<file path="src/rtl/kpt_pkg.sv">
`timescale 1ns / 1ps
// Shared types, widths and helpers for the keyframe playback timer.
// No dependencies; every other file in rtl/ imports this package.
package kpt_pkg;

  localparam int TIME_BITS     = 20;
  localparam int FRAC_BITS     = 16;
  localparam int MAX_KEYFRAMES = 1024;

  localparam int KF_BITS      = $clog2(MAX_KEYFRAMES);
  localparam int COUNT_BITS   = KF_BITS + 1;
  localparam int TIMER_BITS   = TIME_BITS + 1;
  localparam int DEN_BITS     = TIMER_BITS + 1;
  localparam int ACC_BITS     = DEN_BITS + 1;
  localparam int BLEND_BITS   = FRAC_BITS + 1;
  localparam int STEP_BITS    = $clog2(TIMER_BITS + 1);
  localparam int CFG_IDX_BITS = 2;
  localparam int CFG_DATA_BITS = TIME_BITS;

  localparam logic [TIME_BITS-1:0]    PERIOD_RESET = TIME_BITS'(16667);
  localparam logic [COUNT_BITS-1:0]   COUNT_RESET  = COUNT_BITS'(1);
  localparam logic [COUNT_BITS-1:0]   COUNT_MAX    = COUNT_BITS'(MAX_KEYFRAMES);
  localparam logic [BLEND_BITS-1:0]   BLEND_ONE    = BLEND_BITS'(1) << FRAC_BITS;

  // configuration register indexes
  localparam logic [CFG_IDX_BITS-1:0] CFG_PERIOD = 2'd0;
  localparam logic [CFG_IDX_BITS-1:0] CFG_COUNT  = 2'd1;
  localparam logic [CFG_IDX_BITS-1:0] CFG_LOOP   = 2'd2;

  typedef enum logic [1:0] {
    OP_TICK  = 2'd0,
    OP_PLAY  = 2'd1,
    OP_PAUSE = 2'd2,
    OP_STOP  = 2'd3
  } op_e;

  typedef enum logic [1:0] {
    MODE_STOPPED = 2'd0,
    MODE_PLAYING = 2'd1,
    MODE_PAUSED  = 2'd2
  } mode_e;

  // result of the shared compare/subtract unit
  typedef struct packed {
    logic                ge;
    logic [ACC_BITS-1:0] diff;
  } sub_res_t;

  function automatic logic [TIME_BITS-1:0] eff_period(input logic [TIME_BITS-1:0] p);
    eff_period = (p == '0) ? TIME_BITS'(1) : p;
  endfunction

  function automatic logic [COUNT_BITS-1:0] eff_count(input logic [COUNT_BITS-1:0] c);
    if (c == '0) begin
      eff_count = COUNT_BITS'(1);
    end else if (c > COUNT_MAX) begin
      eff_count = COUNT_MAX;
    end else begin
      eff_count = c;
    end
  endfunction

endpackage

</file>
<file path="src/rtl/keyframe_playback_timer_top.sv">
`timescale 1ns / 1ps
// Keyframe playback timer, top level. Depends on kpt_pkg, kpt_cmpsub, kpt_modstep.
// Flow: play/pause/stop and ticks while not playing go from accept straight to S_WB; a playing
//   tick runs S_PREP, S_DIVK and S_SETB (frame step only), S_DIVB, then S_WB.
// Throughput: one transaction at a time, next accept in the cycle the result is presented,
//   after any wait in S_WB on a pending earlier result; one quotient bit per cycle.
// Reset (rst_ni low, async): stopped, frame 0, timer/blend 0, period 16667, count 1, no loop.
module keyframe_playback_timer_top (
  input  logic                              clk_i,
  input  logic                              rst_ni,
  // configuration
  input  logic                              cfg_wr_en_i,
  input  logic [kpt_pkg::CFG_IDX_BITS-1:0]  cfg_index_i,
  input  logic [kpt_pkg::CFG_DATA_BITS-1:0] cfg_wdata_i,
  // operation transactions
  input  logic                              in_valid_i,
  output logic                              in_ready_o,
  input  logic [1:0]                        operation_i,
  input  logic [kpt_pkg::TIME_BITS-1:0]     elapsed_time_i,
  // result transactions
  output logic                              out_valid_o,
  input  logic                              out_ready_i,
  output logic [kpt_pkg::KF_BITS-1:0]       current_keyframe_o,
  output logic [kpt_pkg::KF_BITS-1:0]       next_keyframe_o,
  output logic [kpt_pkg::BLEND_BITS-1:0]    blend_factor_o,
  output logic [1:0]                        play_mode_o,
  output logic                              animation_ended_o
);
  import kpt_pkg::*;

  typedef enum logic [2:0] {
    S_IDLE,   // waiting for a transaction
    S_PREP,   // tick: decide whether frames are stepped
    S_DIVK,   // k = (timer-1)/period, one quotient bit per cycle
    S_SETB,   // new timer and blend divisor from the remainder
    S_DIVB,   // blend = timer*2^16/((k+1)*period), one bit per cycle
    S_WB      // commit state, present result
  } state_e;

  state_e state_q;

  // configuration registers
  logic [TIME_BITS-1:0]  period_q;
  logic [COUNT_BITS-1:0] count_q;
  logic                  loop_q;

  // kept state; doubles as the output register
  logic [TIMER_BITS-1:0] ktimer_q;
  logic [KF_BITS-1:0]    kcur_q;
  logic [KF_BITS-1:0]    knext_q;
  logic [BLEND_BITS-1:0] kblend_q;
  mode_e                 kmode_q;
  logic                  kended_q;
  logic                  out_valid_q;

  // per-transaction working registers
  op_e                   op_q;
  logic [TIMER_BITS-1:0] timer_q;   // timer plus elapsed
  logic [TIMER_BITS-1:0] divn_q;    // dividend shift register for k
  logic [TIMER_BITS-1:0] k_q;       // frames stepped
  logic [DEN_BITS-1:0]   rem_q;     // partial remainder
  logic [DEN_BITS-1:0]   den_q;     // divisor of the running division
  logic [TIMER_BITS-1:0] nt_q;      // timer after stepping
  logic [BLEND_BITS-1:0] bq_q;      // blend quotient
  logic [KF_BITS-1:0]    kmod_q;    // k mod count
  logic [KF_BITS-1:0]    first_q;   // (next+1) mod count
  logic [COUNT_BITS-1:0] nsh_q;     // next+1, shifted out MSB first
  logic [STEP_BITS-1:0]  cnt_q;
  logic                  stepped_q;

  logic [TIME_BITS-1:0]  pe;
  logic [COUNT_BITS-1:0] ce;

  assign pe = eff_period(period_q);
  assign ce = eff_count(count_q);

  // shared compare/subtract unit
  logic [ACC_BITS-1:0] sub_a;
  sub_res_t            sub_res;
  logic [DEN_BITS-1:0] rem_d;

  always_comb begin
    case (state_q)
      S_DIVK:  sub_a = ACC_BITS'({rem_q[TIME_BITS-1:0], divn_q[TIMER_BITS-1]});
      S_DIVB:  sub_a = (cnt_q == '0) ? ACC_BITS'(rem_q) : {rem_q, 1'b0};
      default: sub_a = '0;
    endcase
  end

  kpt_cmpsub u_cmpsub (
    .a_i   (sub_a),
    .b_i   (den_q),
    .res_o (sub_res)
  );

  assign rem_d = sub_res.ge ? sub_res.diff[DEN_BITS-1:0] : sub_a[DEN_BITS-1:0];

  // residue step: k bits during S_DIVK, bits of next+1 during S_DIVB
  logic [KF_BITS-1:0] mod_in;
  logic               mod_bit;
  logic [KF_BITS-1:0] mod_res;

  assign mod_in  = (state_q == S_DIVK) ? kmod_q : first_q;
  assign mod_bit = (state_q == S_DIVK) ? sub_res.ge : nsh_q[COUNT_BITS-1];

  kpt_modstep u_modstep (
    .res_i   (mod_in),
    .bit_i   (mod_bit),
    .count_i (ce),
    .res_o   (mod_res)
  );

  // setup values for the blend division after a frame step:
  // new timer = rem+1, (k+1)*period = timer + period - new timer
  logic [TIMER_BITS-1:0] nt_d;
  logic [DEN_BITS-1:0]   den_d;

  assign nt_d  = TIMER_BITS'(rem_q[TIME_BITS-1:0]) + TIMER_BITS'(1);
  assign den_d = DEN_BITS'(timer_q) + DEN_BITS'(pe)
               - DEN_BITS'(rem_q[TIME_BITS-1:0]) - DEN_BITS'(1);

  // keyframe update at commit
  logic [COUNT_BITS-1:0] step_sum;
  logic [COUNT_BITS-1:0] step_m1;
  logic [COUNT_BITS-1:0] step_wrap;
  logic [DEN_BITS-1:0]   last_idx;
  logic                  end_hit;
  logic [KF_BITS-1:0]    next_kf_d;
  logic [KF_BITS-1:0]    last_kf;
  logic [KF_BITS-1:0]    stop_next;
  logic                  wb_go;

  assign step_sum  = COUNT_BITS'(first_q) + COUNT_BITS'(kmod_q);
  assign step_m1   = step_sum - COUNT_BITS'(1);
  assign step_wrap = step_m1 - ce;
  assign last_idx  = DEN_BITS'(first_q) + DEN_BITS'(k_q) - DEN_BITS'(1);
  assign end_hit   = !loop_q && ((first_q == '0) || (last_idx >= DEN_BITS'(ce)));
  assign last_kf   = KF_BITS'(ce - COUNT_BITS'(1));
  assign stop_next = (ce == COUNT_BITS'(1)) ? '0 : KF_BITS'(1);

  always_comb begin
    if (step_sum == '0) begin
      next_kf_d = last_kf;
    end else if (step_m1 >= ce) begin
      next_kf_d = step_wrap[KF_BITS-1:0];
    end else begin
      next_kf_d = step_m1[KF_BITS-1:0];
    end
  end

  // result slot free, or being emptied this cycle
  assign wb_go = !out_valid_q || out_ready_i;

  always_ff @(posedge clk_i or negedge rst_ni) begin
    if (!rst_ni) begin
      state_q     <= S_IDLE;
      period_q    <= PERIOD_RESET;
      count_q     <= COUNT_RESET;
      loop_q      <= 1'b0;
      ktimer_q    <= '0;
      kcur_q      <= '0;
      knext_q     <= '0;
      kblend_q    <= '0;
      kmode_q     <= MODE_STOPPED;
      kended_q    <= 1'b0;
      out_valid_q <= 1'b0;
      op_q        <= OP_TICK;
      timer_q     <= '0;
      divn_q      <= '0;
      k_q         <= '0;
      rem_q       <= '0;
      den_q       <= '0;
      nt_q        <= '0;
      bq_q        <= '0;
      kmod_q      <= '0;
      first_q     <= '0;
      nsh_q       <= '0;
      cnt_q       <= '0;
      stepped_q   <= 1'b0;
    end else begin
      if (cfg_wr_en_i) begin
        case (cfg_index_i)
          CFG_PERIOD: period_q <= cfg_wdata_i;
          CFG_COUNT:  count_q  <= cfg_wdata_i[COUNT_BITS-1:0];
          CFG_LOOP:   loop_q   <= cfg_wdata_i[0];
          default: ;
        endcase
      end

      // in S_WB the commit below decides the slot
      if (out_valid_q && out_ready_i && (state_q != S_WB)) begin
        out_valid_q <= 1'b0;
      end

      case (state_q)
        S_IDLE: begin
          if (in_valid_i) begin
            op_q    <= op_e'(operation_i);
            timer_q <= ktimer_q + TIMER_BITS'(elapsed_time_i);
            if (op_e'(operation_i) == OP_TICK && kmode_q == MODE_PLAYING) begin
              state_q <= S_PREP;
            end else begin
              state_q <= S_WB;
            end
          end
        end

        S_PREP: begin
          cnt_q  <= '0;
          nsh_q  <= COUNT_BITS'(knext_q) + COUNT_BITS'(1);
          if (timer_q > TIMER_BITS'(pe)) begin
            stepped_q <= 1'b1;
            divn_q    <= timer_q - TIMER_BITS'(1);
            rem_q     <= '0;
            k_q       <= '0;
            kmod_q    <= '0;
            den_q     <= DEN_BITS'(pe);
            state_q   <= S_DIVK;
          end else begin
            // no frame step: blend = timer*2^16/period
            stepped_q <= 1'b0;
            k_q       <= '0;
            nt_q      <= timer_q;
            den_q     <= DEN_BITS'(pe);
            rem_q     <= DEN_BITS'(timer_q);
            bq_q      <= '0;
            first_q   <= '0;
            state_q   <= S_DIVB;
          end
        end

        S_DIVK: begin
          rem_q  <= rem_d;
          k_q    <= {k_q[TIMER_BITS-2:0], sub_res.ge};
          kmod_q <= mod_res;
          divn_q <= {divn_q[TIMER_BITS-2:0], 1'b0};
          cnt_q  <= cnt_q + STEP_BITS'(1);
          if (cnt_q == STEP_BITS'(TIMER_BITS - 1)) begin
            state_q <= S_SETB;
          end
        end

        S_SETB: begin
          nt_q    <= nt_d;
          den_q   <= den_d;
          rem_q   <= DEN_BITS'(timer_q);
          bq_q    <= '0;
          first_q <= '0;
          cnt_q   <= '0;
          state_q <= S_DIVB;
        end

        S_DIVB: begin
          rem_q <= rem_d;
          bq_q  <= {bq_q[BLEND_BITS-2:0], sub_res.ge};
          if (cnt_q < STEP_BITS'(COUNT_BITS)) begin
            first_q <= mod_res;
            nsh_q   <= {nsh_q[COUNT_BITS-2:0], 1'b0};
          end
          cnt_q <= cnt_q + STEP_BITS'(1);
          if (cnt_q == STEP_BITS'(BLEND_BITS - 1)) begin
            state_q <= S_WB;
          end
        end

        S_WB: begin
          if (wb_go) begin
            out_valid_q <= 1'b1;
            state_q     <= S_IDLE;
            case (op_q)
              OP_TICK: begin
                if (kmode_q == MODE_PLAYING) begin
                  ktimer_q <= nt_q;
                  kblend_q <= bq_q;
                  if (stepped_q) begin
                    if (end_hit) begin
                      // non-looping run reached its last frame
                      kended_q <= 1'b1;
                      kmode_q  <= MODE_STOPPED;
                      kcur_q   <= last_kf;
                      knext_q  <= last_kf;
                    end else begin
                      kcur_q  <= knext_q;
                      knext_q <= next_kf_d;
                    end
                  end
                end
              end
              OP_PLAY: begin
                kended_q <= 1'b0;
                kmode_q  <= MODE_PLAYING;
              end
              OP_PAUSE: begin
                kmode_q <= MODE_PAUSED;
              end
              OP_STOP: begin
                kmode_q  <= MODE_STOPPED;
                ktimer_q <= '0;
                kblend_q <= '0;
                kcur_q   <= '0;
                knext_q  <= stop_next;
              end
              default: ;
            endcase
          end
        end

        default: state_q <= S_IDLE;
      endcase
    end
  end

  assign in_ready_o         = (state_q == S_IDLE);
  assign out_valid_o        = out_valid_q;
  assign current_keyframe_o = kcur_q;
  assign next_keyframe_o    = knext_q;
  assign blend_factor_o     = kblend_q;
  assign play_mode_o        = kmode_q;
  assign animation_ended_o  = kended_q;

  // blend never exceeds one
  a_blend_max: assert property (@(posedge clk_i) disable iff (!rst_ni)
    kblend_q <= BLEND_ONE)
    else $error("blend factor above one");

  // held timer never exceeds a period, so it fits the time width
  a_timer_fits: assert property (@(posedge clk_i) disable iff (!rst_ni)
    ktimer_q[TIMER_BITS-1] == 1'b0)
    else $error("held timer out of range");

  // restoring division keeps the remainder below the divisor
  a_divk_rem: assert property (@(posedge clk_i) disable iff (!rst_ni)
    (state_q == S_DIVK) |-> (rem_q < den_q))
    else $error("frame divider remainder out of range");

  a_divb_rem: assert property (@(posedge clk_i) disable iff (!rst_ni)
    (state_q == S_DIVB) |-> (rem_q <= den_q))
    else $error("blend divider remainder out of range");

  // end flag only rises together with a stop
  a_end_stops: assert property (@(posedge clk_i) disable iff (!rst_ni)
    $rose(kended_q) |-> (kmode_q == MODE_STOPPED))
    else $error("end flag set while not stopped");

  // a result is committed only into a free slot
  a_no_overrun: assert property (@(posedge clk_i) disable iff (!rst_ni)
    (state_q == S_WB && out_valid_q && !out_ready_i) |=> (state_q == S_WB))
    else $error("result committed over a pending one");

endmodule

</file>
<file path="src/rtl/kpt_cmpsub.sv">
`timescale 1ns / 1ps
// Shared compare/subtract unit used by both serial dividers.
// Depends on kpt_pkg.
module kpt_cmpsub (
  input  logic [kpt_pkg::ACC_BITS-1:0] a_i,
  input  logic [kpt_pkg::DEN_BITS-1:0] b_i,
  output kpt_pkg::sub_res_t            res_o
);
  import kpt_pkg::*;

  logic [ACC_BITS:0] wide;

  assign wide       = {1'b0, a_i} - {2'b00, b_i};
  assign res_o.ge   = ~wide[ACC_BITS];
  assign res_o.diff = wide[ACC_BITS-1:0];

endmodule

</file>
<file path="src/rtl/kpt_modstep.sv">
`timescale 1ns / 1ps
// One MSB-first step of a residue modulo the keyframe count.
// Depends on kpt_pkg.
module kpt_modstep (
  input  logic [kpt_pkg::KF_BITS-1:0]    res_i,
  input  logic                           bit_i,
  input  logic [kpt_pkg::COUNT_BITS-1:0] count_i,
  output logic [kpt_pkg::KF_BITS-1:0]    res_o
);
  import kpt_pkg::*;

  logic [COUNT_BITS-1:0] dbl;
  logic [COUNT_BITS-1:0] red;

  // res_i < count, so 2*res+bit < 2*count: one subtract reduces it
  assign dbl   = {res_i, bit_i};
  assign red   = dbl - count_i;
  assign res_o = (dbl >= count_i) ? red[KF_BITS-1:0] : dbl[KF_BITS-1:0];

endmodule

</file>
<file path="config.mk">
export PLATFORM = sky130hd
export DESIGN_NAME = keyframe_playback_timer_top
export DESIGN_NICKNAME = d
export VERILOG_FILES = /design/src/rtl/kpt_pkg.sv /design/src/rtl/keyframe_playback_timer_top.sv /design/src/rtl/kpt_cmpsub.sv /design/src/rtl/kpt_modstep.sv
export SDC_FILE = /design/constraint.sdc
export NUM_CORES = 1
export LEC_CHECK = 0
export ABC_AREA = 1
export BUFFER_PORTS_ARGS = -buffer_cell sky130_fd_sc_hd__buf_2
export CORE_MARGIN = 8
export CORE_UTILIZATION = 50
export CTS_BUF_LIST = sky130_fd_sc_hd__clkbuf_8 sky130_fd_sc_hd__clkbuf_16
export CTS_CLUSTER_DIAMETER = 60
export DETAILED_ROUTE_END_ITERATION = 8
export PLACE_DENSITY_LB_ADDON = 0.08
export SETUP_SLACK_MARGIN = 0.02
export SYNTH_ARGS = -nofsm -noshare
export SYNTH_HDL_FRONTEND = slang
export SYNTH_SLANG_ARGS = --single-unit
</file>
<file path="constraint.sdc">
create_clock -name clk_i -period 10.51 [get_ports clk_i]
set_input_delay 0 -clock clk_i [delete_from_list [all_inputs] [get_ports clk_i]]
set_output_delay 0 -clock clk_i [all_outputs]
set_load 0.1 [all_outputs]
</file>
* Word level (Yosys, flattened, before mapping)
Cells that the tools add are included. Widths: inputs -> output; s select.
Storage, ports and cells: word-level logic and storage cells 174, output and inout port bits 42, bits in registers 281, input port bits 49
Operators by class: muxes and demuxes 61, eq/ne operators 25, $lt $le $gt $ge 6, add/sub/neg operators 16, bitwise gates (word level) 1, reductions and logical operators 41
Operators by type and width (count):
- $pmux 21 s2 | 4
- $mux 10 | 13
- $mux 21 | 4
- $pmux 22 s3 | 1
- $pmux 10 s2 | 3
- $pmux 17 s3 | 1
- $pmux 23 s2 | 1
- $pmux 22 s2 | 1
- $sub 22x1->22 const B | 2
- $mux 17 | 2
- $pmux 17 s2 | 1
- $mux 11 | 3
- $pmux 10 s3 | 1
- $sub 23x22->24 | 1
- $mux 23 | 1
- $add 10x21->22 | 1
- $add 21x20->22 | 1
- $ge 11x11->1 | 2
- $ge 22x11->1 | 1
- $logic_not 11->1 | 2
- $mux 22 | 1
- $pmux 11 s2 | 1
- $sub 22x20->22 | 1
- $add 20x1->21 const B | 1
- 46 further kinds | 100

* Logic depth before layout (Yosys ltp)
Gate-level depths: netlist of the first run.
depth after elaboration 10, mapped depth 34, mapped depth without buffers 33

* Cells and area by module
From an unflattened synthesis of the first run, not the netlist that was laid out.
Second synthesis, totals: cells, all modules 3209, area total of the unflattened synthesis 22381.5 µm²
Modules (own cells, without submodules):
- keyframe_playback_timer_top | area each 19814.0 µm², times used 1, sequential area each 7040.5 µm², cells each 2705
- kpt_cmpsub | area each 1767.9 µm², times used 1, sequential area each 0.0 µm², cells each 361
- kpt_modstep | area each 799.5 µm², times used 1, sequential area each 0.0 µm², cells each 143

* Least setup slack after synthesis of the first run
No wires, ideal clock.
path kind reg-to-reg, start register cnt_q[0], end register first_q[6], period minus slack after synthesis 4.510 ns, arrival time 4.379 ns, library setup time 0.131 ns, buffers on the path 1, required time 10.379 ns, cell stages (with the launch flop) 33, path slack 6.000 ns, path through dfrtp_1 -> inv_1 -> ha_1 -> inv_1 -> nor2_1 -> nand2_1 -> nor2_1 -> inv_1 -> nor2_1 -> inv_2 -> buf_2 -> o22ai_1 -> ha_1 -> nand2_1 -> nor2_1 -> inv_1 -> nor3_1 -> nand3_1 -> nand3_1 -> nand2_1 -> nand2_1 -> inv_2 -> nand2_1 -> o21ai_1 -> ha_1 -> fa_1 -> o21ai_0 -> nand3_1 -> nand2_1 -> xor2_1 -> nand2_1 -> o21ai_0 -> o21ai_0
On the way: word-level cells in the longest chain between the ends 10, elaborated cells on any way between the ends 14, classes of those cells add/sub (2); order compare (2); eq/ne (1); mux (6); bitwise (1); reduce/logical (2)
Ends and longest elaborated chain:
- start: declaration | line keyframe_playback_timer_top.sv:68 | logic [STEP_BITS-1:0] cnt_q;
- start signal: assignment | line keyframe_playback_timer_top.sv:237 | cnt_q <= cnt_q + STEP_BITS'(1);
- start signal: assignment | line keyframe_playback_timer_top.sv:260 | cnt_q <= cnt_q + STEP_BITS'(1);
- $logic_not 5->1 | line keyframe_playback_timer_top.sv:85 | S_DIVB: sub_a = (cnt_q == '0) ? ACC_BITS'(rem_q) : {rem_q, 1'b0};
- $mux 23 | line keyframe_playback_timer_top.sv:85
- $pmux 23 s2 | line keyframe_playback_timer_top.sv:83 | case (state_q)
- $sub 23x22->24 | line kpt_cmpsub.sv:13 | assign wide = {1'b0, a_i} - {2'b00, b_i};
- $not 1->1 | line kpt_cmpsub.sv:14 | assign res_o.ge = ~wide[ACC_BITS];
- $mux 1 | line keyframe_playback_timer_top.sv:104 | assign mod_bit = (state_q == S_DIVK) ? sub_res.ge : nsh_q[COUNT_BITS-1];
- $sub 10x10->10 / $ge 11x11->1 (equally long branches) | line kpt_modstep.sv:17, kpt_modstep.sv:18
- $mux 10 | line kpt_modstep.sv:18 | assign res_o = (dbl >= count_i) ? red[KF_BITS-1:0] : dbl[KF_BITS-1:0];
- $mux 10 | line keyframe_playback_timer_top.sv:256 | if (cnt_q < STEP_BITS'(COUNT_BITS)) begin
- $pmux 10 s3 | line keyframe_playback_timer_top.sv:195 | case (state_q)
- end signal: assignment | line keyframe_playback_timer_top.sv:257 | first_q <= mod_res;
- end: declaration | line keyframe_playback_timer_top.sv:66 | logic [KF_BITS-1:0] first_q;
Several ways; a longest one is shown, not always the timed one. The select of a mux whose other input is x is not followed. A chain may end at the register's enable or synchronous reset.

* Worst setup path in the final report of the first run
start register state_q[1], end register first_q[9]
On the way: word-level cells in the longest chain between the ends 9, elaborated cells on any way between the ends 18, classes of those cells add/sub (2); order compare (1); eq/ne (6); mux (6); bitwise (1); reduce/logical (2)
Ends and longest elaborated chain:
- start: declaration | line keyframe_playback_timer_top.sv:40 | state_e state_q;
- start signal: assignment | line keyframe_playback_timer_top.sv:156 | state_q <= S_IDLE;
- start signal: assignment | line keyframe_playback_timer_top.sv:201 | state_q <= S_PREP;
- start signal: assignment | line keyframe_playback_timer_top.sv:203 | state_q <= S_WB;
- $eq 3x3->1 / $eq 3x2->1 (equally long branches)
- $pmux 23 s2 | line keyframe_playback_timer_top.sv:83
- $sub 23x22->24 | line kpt_cmpsub.sv:13
- $not 1->1 | line kpt_cmpsub.sv:14
- $mux 1 | line keyframe_playback_timer_top.sv:104
- $sub 10x10->10 / $ge 11x11->1 (equally long branches) | line kpt_modstep.sv:17, kpt_modstep.sv:18
- $mux 10 | line kpt_modstep.sv:18
- $mux 10 | line keyframe_playback_timer_top.sv:256
- $pmux 10 s3 | line keyframe_playback_timer_top.sv:195
Several ways; a longest one is shown, not always the timed one. The select of a mux whose other input is x is not followed.

==> results.txt, run 1 <==
- Result of the run: completed
* Achievable frequency: 154 MHz
* Reg clk slew, reported paths: roughly 0.060 ns
* Post-synthesis xor/xnor area fraction: 0.0452
* Number of enable flip-flop cells after synthesis: 0
- Unrepaired setup endpoints after global routing: false
* R2r startpoint: state_q[1]$_DFFE_PN0P_
- After synthesis, the largest family of logic cells by area is simple AND/OR/NAND/NOR gates.
- Top library cells by usage in the layout, fill and taps aside: sky130_fd_sc_hd__nand2_1 (702), sky130_fd_sc_hd__inv_1 (416), sky130_fd_sc_hd__dfrtp_1 (274)
* Synth Area in Compound Gates: 0.162
* Most common cell after layout, fill and taps aside: sky130_fd_sc_hd__nand2_1
- In this run the tightest slew margin relative to its limit is 0.316.
- Sequential cell area fraction in the yosys report: 0.333
- 91 I/O pins were placed.
- Across the run, the number of max-cap violations was 0.
- Pin count of the biggest net entering global routing: 104
- In this run the core area contains between 70 and 80 standard-cell rows.
- From bottom edge to top edge, the die measures 222 um.
* Share of synthesized area spent on multiplexers: 0
* Starting density of the core: 0.505
* Simple-gate share of the synthesized area: 0.246
* Vias: between 20,000 and 25,000
- The floorplan step defined a die boundary enclosing 49,100 sq um.
* Routed wire length: roughly 70,000 um
* Gpl congestion: between 0.9 and 1
- Number of clock sinks: 281
* Antenna Diode Count: 0
- Max H-tree Level: 2
- For the worst setup path, the data required time is 10.95 ns.
- For this run, the number of Yosys warnings is 0.
* Area added between synthesis and finish: 12.9%
- Root buffer selected by CTS: sky130_fd_sc_hd__clkbuf_16
- Number of design rule violations left after detail routing: 0
* Post-Synth Adder-Cell Area: 0.122
- Timing analysis after detailed placement gives a worst setup slack of 4.11 ns.
- Avg Inst Size Synth: 7.28 sq um
- The worst path meets setup with 4.02 ns of slack.
- Antenna violations before repair: 0
* Highest cell delay on the worst timing path: between 0.5 and 0.6 ns
* Global-route wire length before repair: around 110,000 um
* Kind of start point of the critical path: flop
* Total grt overflow: 0
* Net count reported at finish: 3,248
* Post-CTS setup buffers: 0
* Final HPWL DP: between 50,000 and 60,000 um
- For this block, the initial DRC count from the detailed router was 1,622.
- The max-slew violation count came to 0.
- Floorplan Core Area: between 40,000 and 50,000 sq um
* WL/cell: 19.6 um
* Count of final hold-check violations: 0
- For this run, the total global-route usage over all layers was measured as 0.281.
* Launching instance or port of the critical path: state_q[1]$_DFFE_PN0P_
- TritonCTS clock tree: built
- In this run the worst hold path is classified as in2async.
* Top fanout value on the critical path: 31
- Data arrival, critical path: between 6 and 7 ns
- Gate Count Post-Synth: 2,900
- Cell with the largest stage delay on the worst path: sky130_fd_sc_hd__or2_2
- In this run the cell area of the synthesized design comes to 21,100 sq um.
- Of all flip-flops after synthesis, the portion carrying an async set or reset was 1.00.
- Input and output buffers added on the ports amount to 90.
* Final setup vio count: 0
* Router iterations before antenna repair: 5
- At the pin with the least slew margin, the transition time is 1.02 ns.
- Count of cell types in the netlist: 59
- Syn nets: 3,139
* Post-route fraction of the period consumed by the critical path: 0.617
- Ratio of cells with drive above 1 in the final layout: 0.0767
- The worst setup path is of the reg2reg kind.
* Post-Route Skew: 0.0149 ns
- In the final timing run, aggregate negative setup slack is 0 ns.
- Main synth FF type: sky130_fd_sc_hd__dfrtp_1
- CTS buffer count: 39
* DRT antenna net count: 0
- In this run, synthesis produced a sequential element count of 281.
* Die width: 222 um
* Via count of the first global-routing pass: 20,100
- Final min period: 6.49 ns
- Clock network latency to the later pin of the worst-skew pair: 0.55 ns
* Clock Path Buffers: 3
- Sort of element at the end of the critical path: flop
- Average vias per placed instance: 5.67
==> final timing paths <==
kind	depth (start not counted)	end	slack, ns
max in group asynchronous	4	den_q[17]$_DFFE_PN0P_	8.27
worst min-delay path	2	blend_factor_o[3]$_DFFE_PN0P_	0.05
worst max register to register	25	first_q[9]$_DFFE_PN0P_	4.02
min in group clk_i	5	timer_q[17]$_DFFE_PN0P_	0.05
worst max-delay path	25	first_q[9]$_DFFE_PN0P_	4.02
worst min register to register	2	blend_factor_o[4]$_DFFE_PN0P_	0.48
==> Yosys cell counts (4+ instances only) <==
library cell,instances,area share
sky130_fd_sc_hd__clkbuf_1,64,0.011
sky130_fd_sc_hd__inv_1,412,0.073
sky130_fd_sc_hd__o21bai_1,14,0.0050
sky130_fd_sc_hd__nor3_2,4,0.0019
sky130_fd_sc_hd__o21a_1,5,0.0018
sky130_fd_sc_hd__nand4_1,31,0.0092
sky130_fd_sc_hd__o21ai_0,211,0.050
sky130_fd_sc_hd__a22oi_1,9,0.0032
sky130_fd_sc_hd__fa_1,27,0.026
sky130_fd_sc_hd__ha_1,163,0.097
sky130_fd_sc_hd__or2_2,14,0.0041
sky130_fd_sc_hd__nor3_1,30,0.0071
sky130_fd_sc_hd__buf_2,9,0.0021
sky130_fd_sc_hd__o31ai_1,21,0.0075
sky130_fd_sc_hd__inv_2,13,0.0023
sky130_fd_sc_hd__nor2_1,212,0.038
sky130_fd_sc_hd__xnor2_1,23,0.0095
sky130_fd_sc_hd__a21oi_1,141,0.033
sky130_fd_sc_hd__xor2_1,86,0.036
sky130_fd_sc_hd__a31oi_1,51,0.015
sky130_fd_sc_hd__o22ai_1,66,0.020
sky130_fd_sc_hd__dfstp_2,7,0.0087
sky130_fd_sc_hd__nor4_1,10,0.0030
sky130_fd_sc_hd__nand3_1,186,0.044
sky130_fd_sc_hd__nand3b_1,7,0.0025
sky130_fd_sc_hd__o221ai_1,9,0.0037
sky130_fd_sc_hd__nor2_2,8,0.0024
sky130_fd_sc_hd__nand2_1,703,0.12
sky130_fd_sc_hd__o21ai_1,11,0.0026
sky130_fd_sc_hd__a21o_1,7,0.0025
sky130_fd_sc_hd__o211ai_1,25,0.0089
sky130_fd_sc_hd__dfrtp_1,274,0.32
==> area by class of cell <==
cell class,count,area (sq um)
fillers,4053,18000
multi-input cells,2112,12200
flip-flops and latches,281,7040
inverters,428,1610
clock buffers,43,1030
repair buffers,147,998
well taps,539,674
clock inverters,25,337
==> through the flow <==
stage	cell area, sq um	hold slack [ns]	cells	utilization
finish	23800	0.0454	3575	0.570
global route	23800	0.102	3575	0.570
CTS	23800	0.0123	3575	0.570
detailed placement	22000	0.100	3463	0.526
global placement	22000	0.0907	3463	0.526
floorplan	21100	-0.296	2900	-
==> routing by layer <==
metal,up-vias,part of all wire,GRT usage
met1,9685,0.42,0.337
met3,179,0.044,0.0344
li1,9811,-,-
met5,-,0,0
met2,590,0.48,0.489
met4,0,0.058,0.150
==> cell families (layout without fill, tap and decap cells) <==
family	count (synthesis)	in the layout
DFF	281	281
and+or+nand+nor	1222	1222
adders and majority gates	190	190
xor gates and xnor gates	109	109
AOI/OAI and AO/OA	591	591
buffers and inverters	507	643
==> critical path: cells and delay by family (launching register included) <==
family | cells | cell delay (ns)
adder cells (fa/ha/maj) | 2 | 0.55
AO/OA/AOI/OAI | 6 | 1.46
flip-flops | 1 | 0.50
AND/OR/NAND/NOR | 13 | 2.92
buffers and inverters | 4 | 0.92
==> repair_timing <==
item,in CTS,in global routing
gates resized for setup,0,0
endpoints found under the hold margin,153,0
hold buffers,44,0
endpoints found under the setup margin,0,0
==> sequential cells by signal (all words and copies together), names as in the netlist, 20 cells and up <==
register,count
den_q,22
rem_q,22
divn_q,21
k_q,21
ktimer_q,21
nt_q,21
timer_q,21
period_q,20
Power of run 1 is not shown: default switching activity piles up to over one toggle a cycle in this logic, so the estimate is an artifact.
==> run 2, diff against run 1 <==
==> constraint.sdc (replaced) <==
create_clock -name clk_i -period 6.75 [get_ports clk_i]
set_input_delay 0 -clock clk_i [delete_from_list [all_inputs] [get_ports clk_i]]
set_output_delay 0 -clock clk_i [all_outputs]
set_load 0.1 [all_outputs]
==> run 2 against run 1 <==
Fmax rose by 13%. Register-to-register slack lost 3.0 ns. Worst setup slack lost 3.0 ns. Via count down 0.95%. Sequential share of layout area hardly changed. Hold slack worse by 0.023 ns. Global-route usage decreased by 0.26 points. Clock skew increased by 0.0064 ns. Flip-flop and latch count unchanged. Final area fell by 0.13%. Critical path depth up 2. Utilization fell by 0.072 points. Critical endpoint unchanged. Highest routed layer unchanged.
==> results.txt, run 2 (synthesized netlist as in run 1, its figures left out) <==
- Result of the run: completed (unchanged)
* Clock Path Buffers: 3 (unchanged)
* Total die area: 49,100 sq um (unchanged)
- The post-route fraction of the period consumed by the critical path was 0.850 (was 0.617).
* Final cell count without fillers: 3,577 (was 3,575)
- The maximum net fanout on the critical path was 20 (was 31).
- The clock skew came to 0.0213 ns (was 0.0149 ns).
- The number of buffers created by CTS is 38 (was 39).
- The CTS H-tree depth came to 2 (unchanged).
- Floorplan Core Area: 41,900 sq um (unchanged)
- The placement-stage worst setup slack is 1.17 ns (was 4.11 ns).
- The endpoint required time on the critical path is 7.20 ns (was 10.95 ns).
- Kind of start point of the critical path: flop (unchanged)
* Die Ht: 222 um (unchanged)
- Number of top-level pins: 91 (unchanged)
* Clock network latency to the later pin of the worst-skew pair: 0.57 ns (was 0.55 ns)
* Most common cell after layout, fill and taps aside: sky130_fd_sc_hd__nand2_1 (unchanged)
- Critical path class: reg2reg (unchanged)
- Vias: 20,100 (was 20,300)
- Pin count of the biggest net entering global routing: 145 (was 104)
- The fraction of layout instances using a drive strength above 1 came to 0.0754 (was 0.0767).
* Input/output buffers: 90 (unchanged)
* Antenna violations before repair: 0 (unchanged)
- Net count reported at finish: 3,250 (was 3,248)
- Unrepaired setup endpoints after global routing: false (unchanged).
- Final min period: 5.74 ns (was 6.49 ns)
- The final worst setup slack was 1.01 ns (was 4.02 ns).
- Number of clock sinks: 281 (unchanged)
* # placed instances: 3,464 (was 3,463)
* Routed wire length: 69,300 um (was 70,100 um)
- The class of the most critical hold timing path is in2reg (was in2async).
- The number of DRC markers after the initial detailed-route iteration came to 1,639 (was 1,622).
* Top flop regs: den_q (22), rem_q (22) (unchanged)
* Global Route Usage Sum: 0.278 (was 0.281)
* Average vias per placed instance: 5.61 (was 5.67)
- The via count of the first global-routing pass is 19,500 (was 20,100).
* Final setup vio count: 0 (unchanged)
* Transition time at the pin with the least slew margin: 1.17 ns (was 1.02 ns)
* Total grt overflow: 0 (unchanged)
- # rows: 75 (unchanged)
- TritonCTS clock tree: built (unchanged)
* Die width: 222 um (unchanged)
* Sort of element at the end of the critical path: flop (unchanged)
* Starting density of the core: 0.505 (unchanged)
- Achievable frequency: 174 MHz (was 154 MHz)
- Slew Limit Headroom: 0.219 (was 0.316)
- Area added between synthesis and finish: 12.7% (was 12.9%)
- The clock transition at the registers of the reported paths is 0.06 ns (about the same).
* Data arrival, critical path: 6.18 ns (was 6.93 ns)
- The master cell of the clock root buffer is sky130_fd_sc_hd__clkbuf_16 (unchanged).
- Antenna Diode Count: 0 (unchanged)
* Max-cap violation count: 0 (unchanged)
- Post-CTS Resized: 0 (unchanged)
* Gpl congestion: 0.950 (was 0.972)
- WL/cell: 19.4 um (was 19.6 um)
- Top library cells by usage in the layout, fill and taps aside: sky130_fd_sc_hd__nand2_1 (702), sky130_fd_sc_hd__inv_1 (420), sky130_fd_sc_hd__dfrtp_1 (274) (was sky130_fd_sc_hd__nand2_1 (702), sky130_fd_sc_hd__inv_1 (416), sky130_fd_sc_hd__dfrtp_1 (274)).
- Final HPWL DP: 53,700 um (was 54,100 um)
- DRT antenna net count: 0 (unchanged)
* Number of design rule violations left after detail routing: 0 (unchanged)
- Router iterations before antenna repair: 5 (unchanged)
* Count of final hold-check violations: 0 (unchanged)
- Final-report max-slew violation count: 0 (unchanged)
- The sum of negative setup slack is 0 ns (unchanged).
* Global-route wire length before repair: 110,000 um (was 111,000 um)
## run 2: changes by cell type in the layout (fill, tap and decap cells not counted), sizes merged
cell and change:
inv +3, bufinv -2, clkinv -2, dlygate4sd3 +2, buf +1, clkbuf -1
clkinvlp +1
## run 2: cell type report
class,count,area [sq um]
clock inverters,25,280
fillers,4006,18000
repair buffers,150,1040
multi-input cells,2112,12200
clock buffers,42,1020
flip-flops and latches,281,7040
inverters,428,1610
well taps,539,674
## run 2: final timing paths
path	slack (ns)	cells after the start	start	end
worst max-delay path	1.01	27	cnt_q[1]$_DFFE_PN0P_	first_q[9]$_DFFE_PN0P_
worst min-delay path	0.02	5	elapsed_time_i[16]	timer_q[16]$_DFFE_PN0P_
worst max register to register	1.01	27	cnt_q[1]$_DFFE_PN0P_	first_q[9]$_DFFE_PN0P_
worst min register to register	0.48	2	current_keyframe_o[3]$_DFFE_PN0P_	current_keyframe_o[3]$_DFFE_PN0P_
max in group asynchronous	4.83	4	rst_ni	next_keyframe_o[4]$_DFFE_PN0P_
min in group asynchronous	0.52	3	rst_ni	blend_factor_o[5]$_DFFE_PN0P_
## run 2: metrics by stage
step                      area, sq um   util  hold slack, ns
after detailed placement        22100  0.527        -0.00317
final                           23800  0.569          0.0227
after CTS                       23800  0.569        0.000682
after global placement          22100  0.527         -0.0116
after floorplan                 21100      -          -0.296
after global routing            23800  0.569          0.0681
## run 2: layer usage
layer,global-route usage,share of wire,vias up
met2,0.462,0.46,565
li1,-,-,9801
met1,0.376,0.45,9586
met3,0.0331,0.052,121
met5,0,0,-
met4,0.0902,0.032,0
## run 2: worst max-delay path, cell delays in order (launching register included)
cell and delay, ns:
sky130_fd_sc_hd__dfrtp_1 0.42, sky130_fd_sc_hd__inv_1 0.11, sky130_fd_sc_hd__ha_1 0.15, sky130_fd_sc_hd__inv_1 0.03
sky130_fd_sc_hd__nor2_1 0.12, sky130_fd_sc_hd__nand2_1 0.08, sky130_fd_sc_hd__nor2_1 0.25, sky130_fd_sc_hd__o21ai_1 0.10
sky130_fd_sc_hd__inv_1 0.49, sky130_fd_sc_hd__o22ai_1 0.19, sky130_fd_sc_hd__ha_1 0.38, sky130_fd_sc_hd__a21oi_1 0.24
sky130_fd_sc_hd__o21ai_0 0.17, sky130_fd_sc_hd__a211oi_1 0.33, sky130_fd_sc_hd__nand3_1 0.22, sky130_fd_sc_hd__nand2_1 0.13
sky130_fd_sc_hd__nand2_1 0.08, sky130_fd_sc_hd__inv_2 0.11, sky130_fd_sc_hd__nand2_1 0.06, sky130_fd_sc_hd__o21ai_1 0.14
sky130_fd_sc_hd__ha_1 0.23, sky130_fd_sc_hd__nor2_1 0.06, sky130_fd_sc_hd__a211o_1 0.30, sky130_fd_sc_hd__nand3_1 0.11
sky130_fd_sc_hd__nand3_1 0.45, sky130_fd_sc_hd__or2_2 0.50, sky130_fd_sc_hd__nand3_1 0.10, sky130_fd_sc_hd__nand2_1 0.06
## run 2: what timing repair did
| action | 4_1_cts | 5_1_grt |
|---|---|---|
| endpoints found under the hold margin | 119 | 0 |
| hold buffers | 46 | 0 |
| buffers inserted | 0 | 0 |
| endpoints found under the setup margin | 0 | 0 |
Power of run 2 is left out for the same reason.
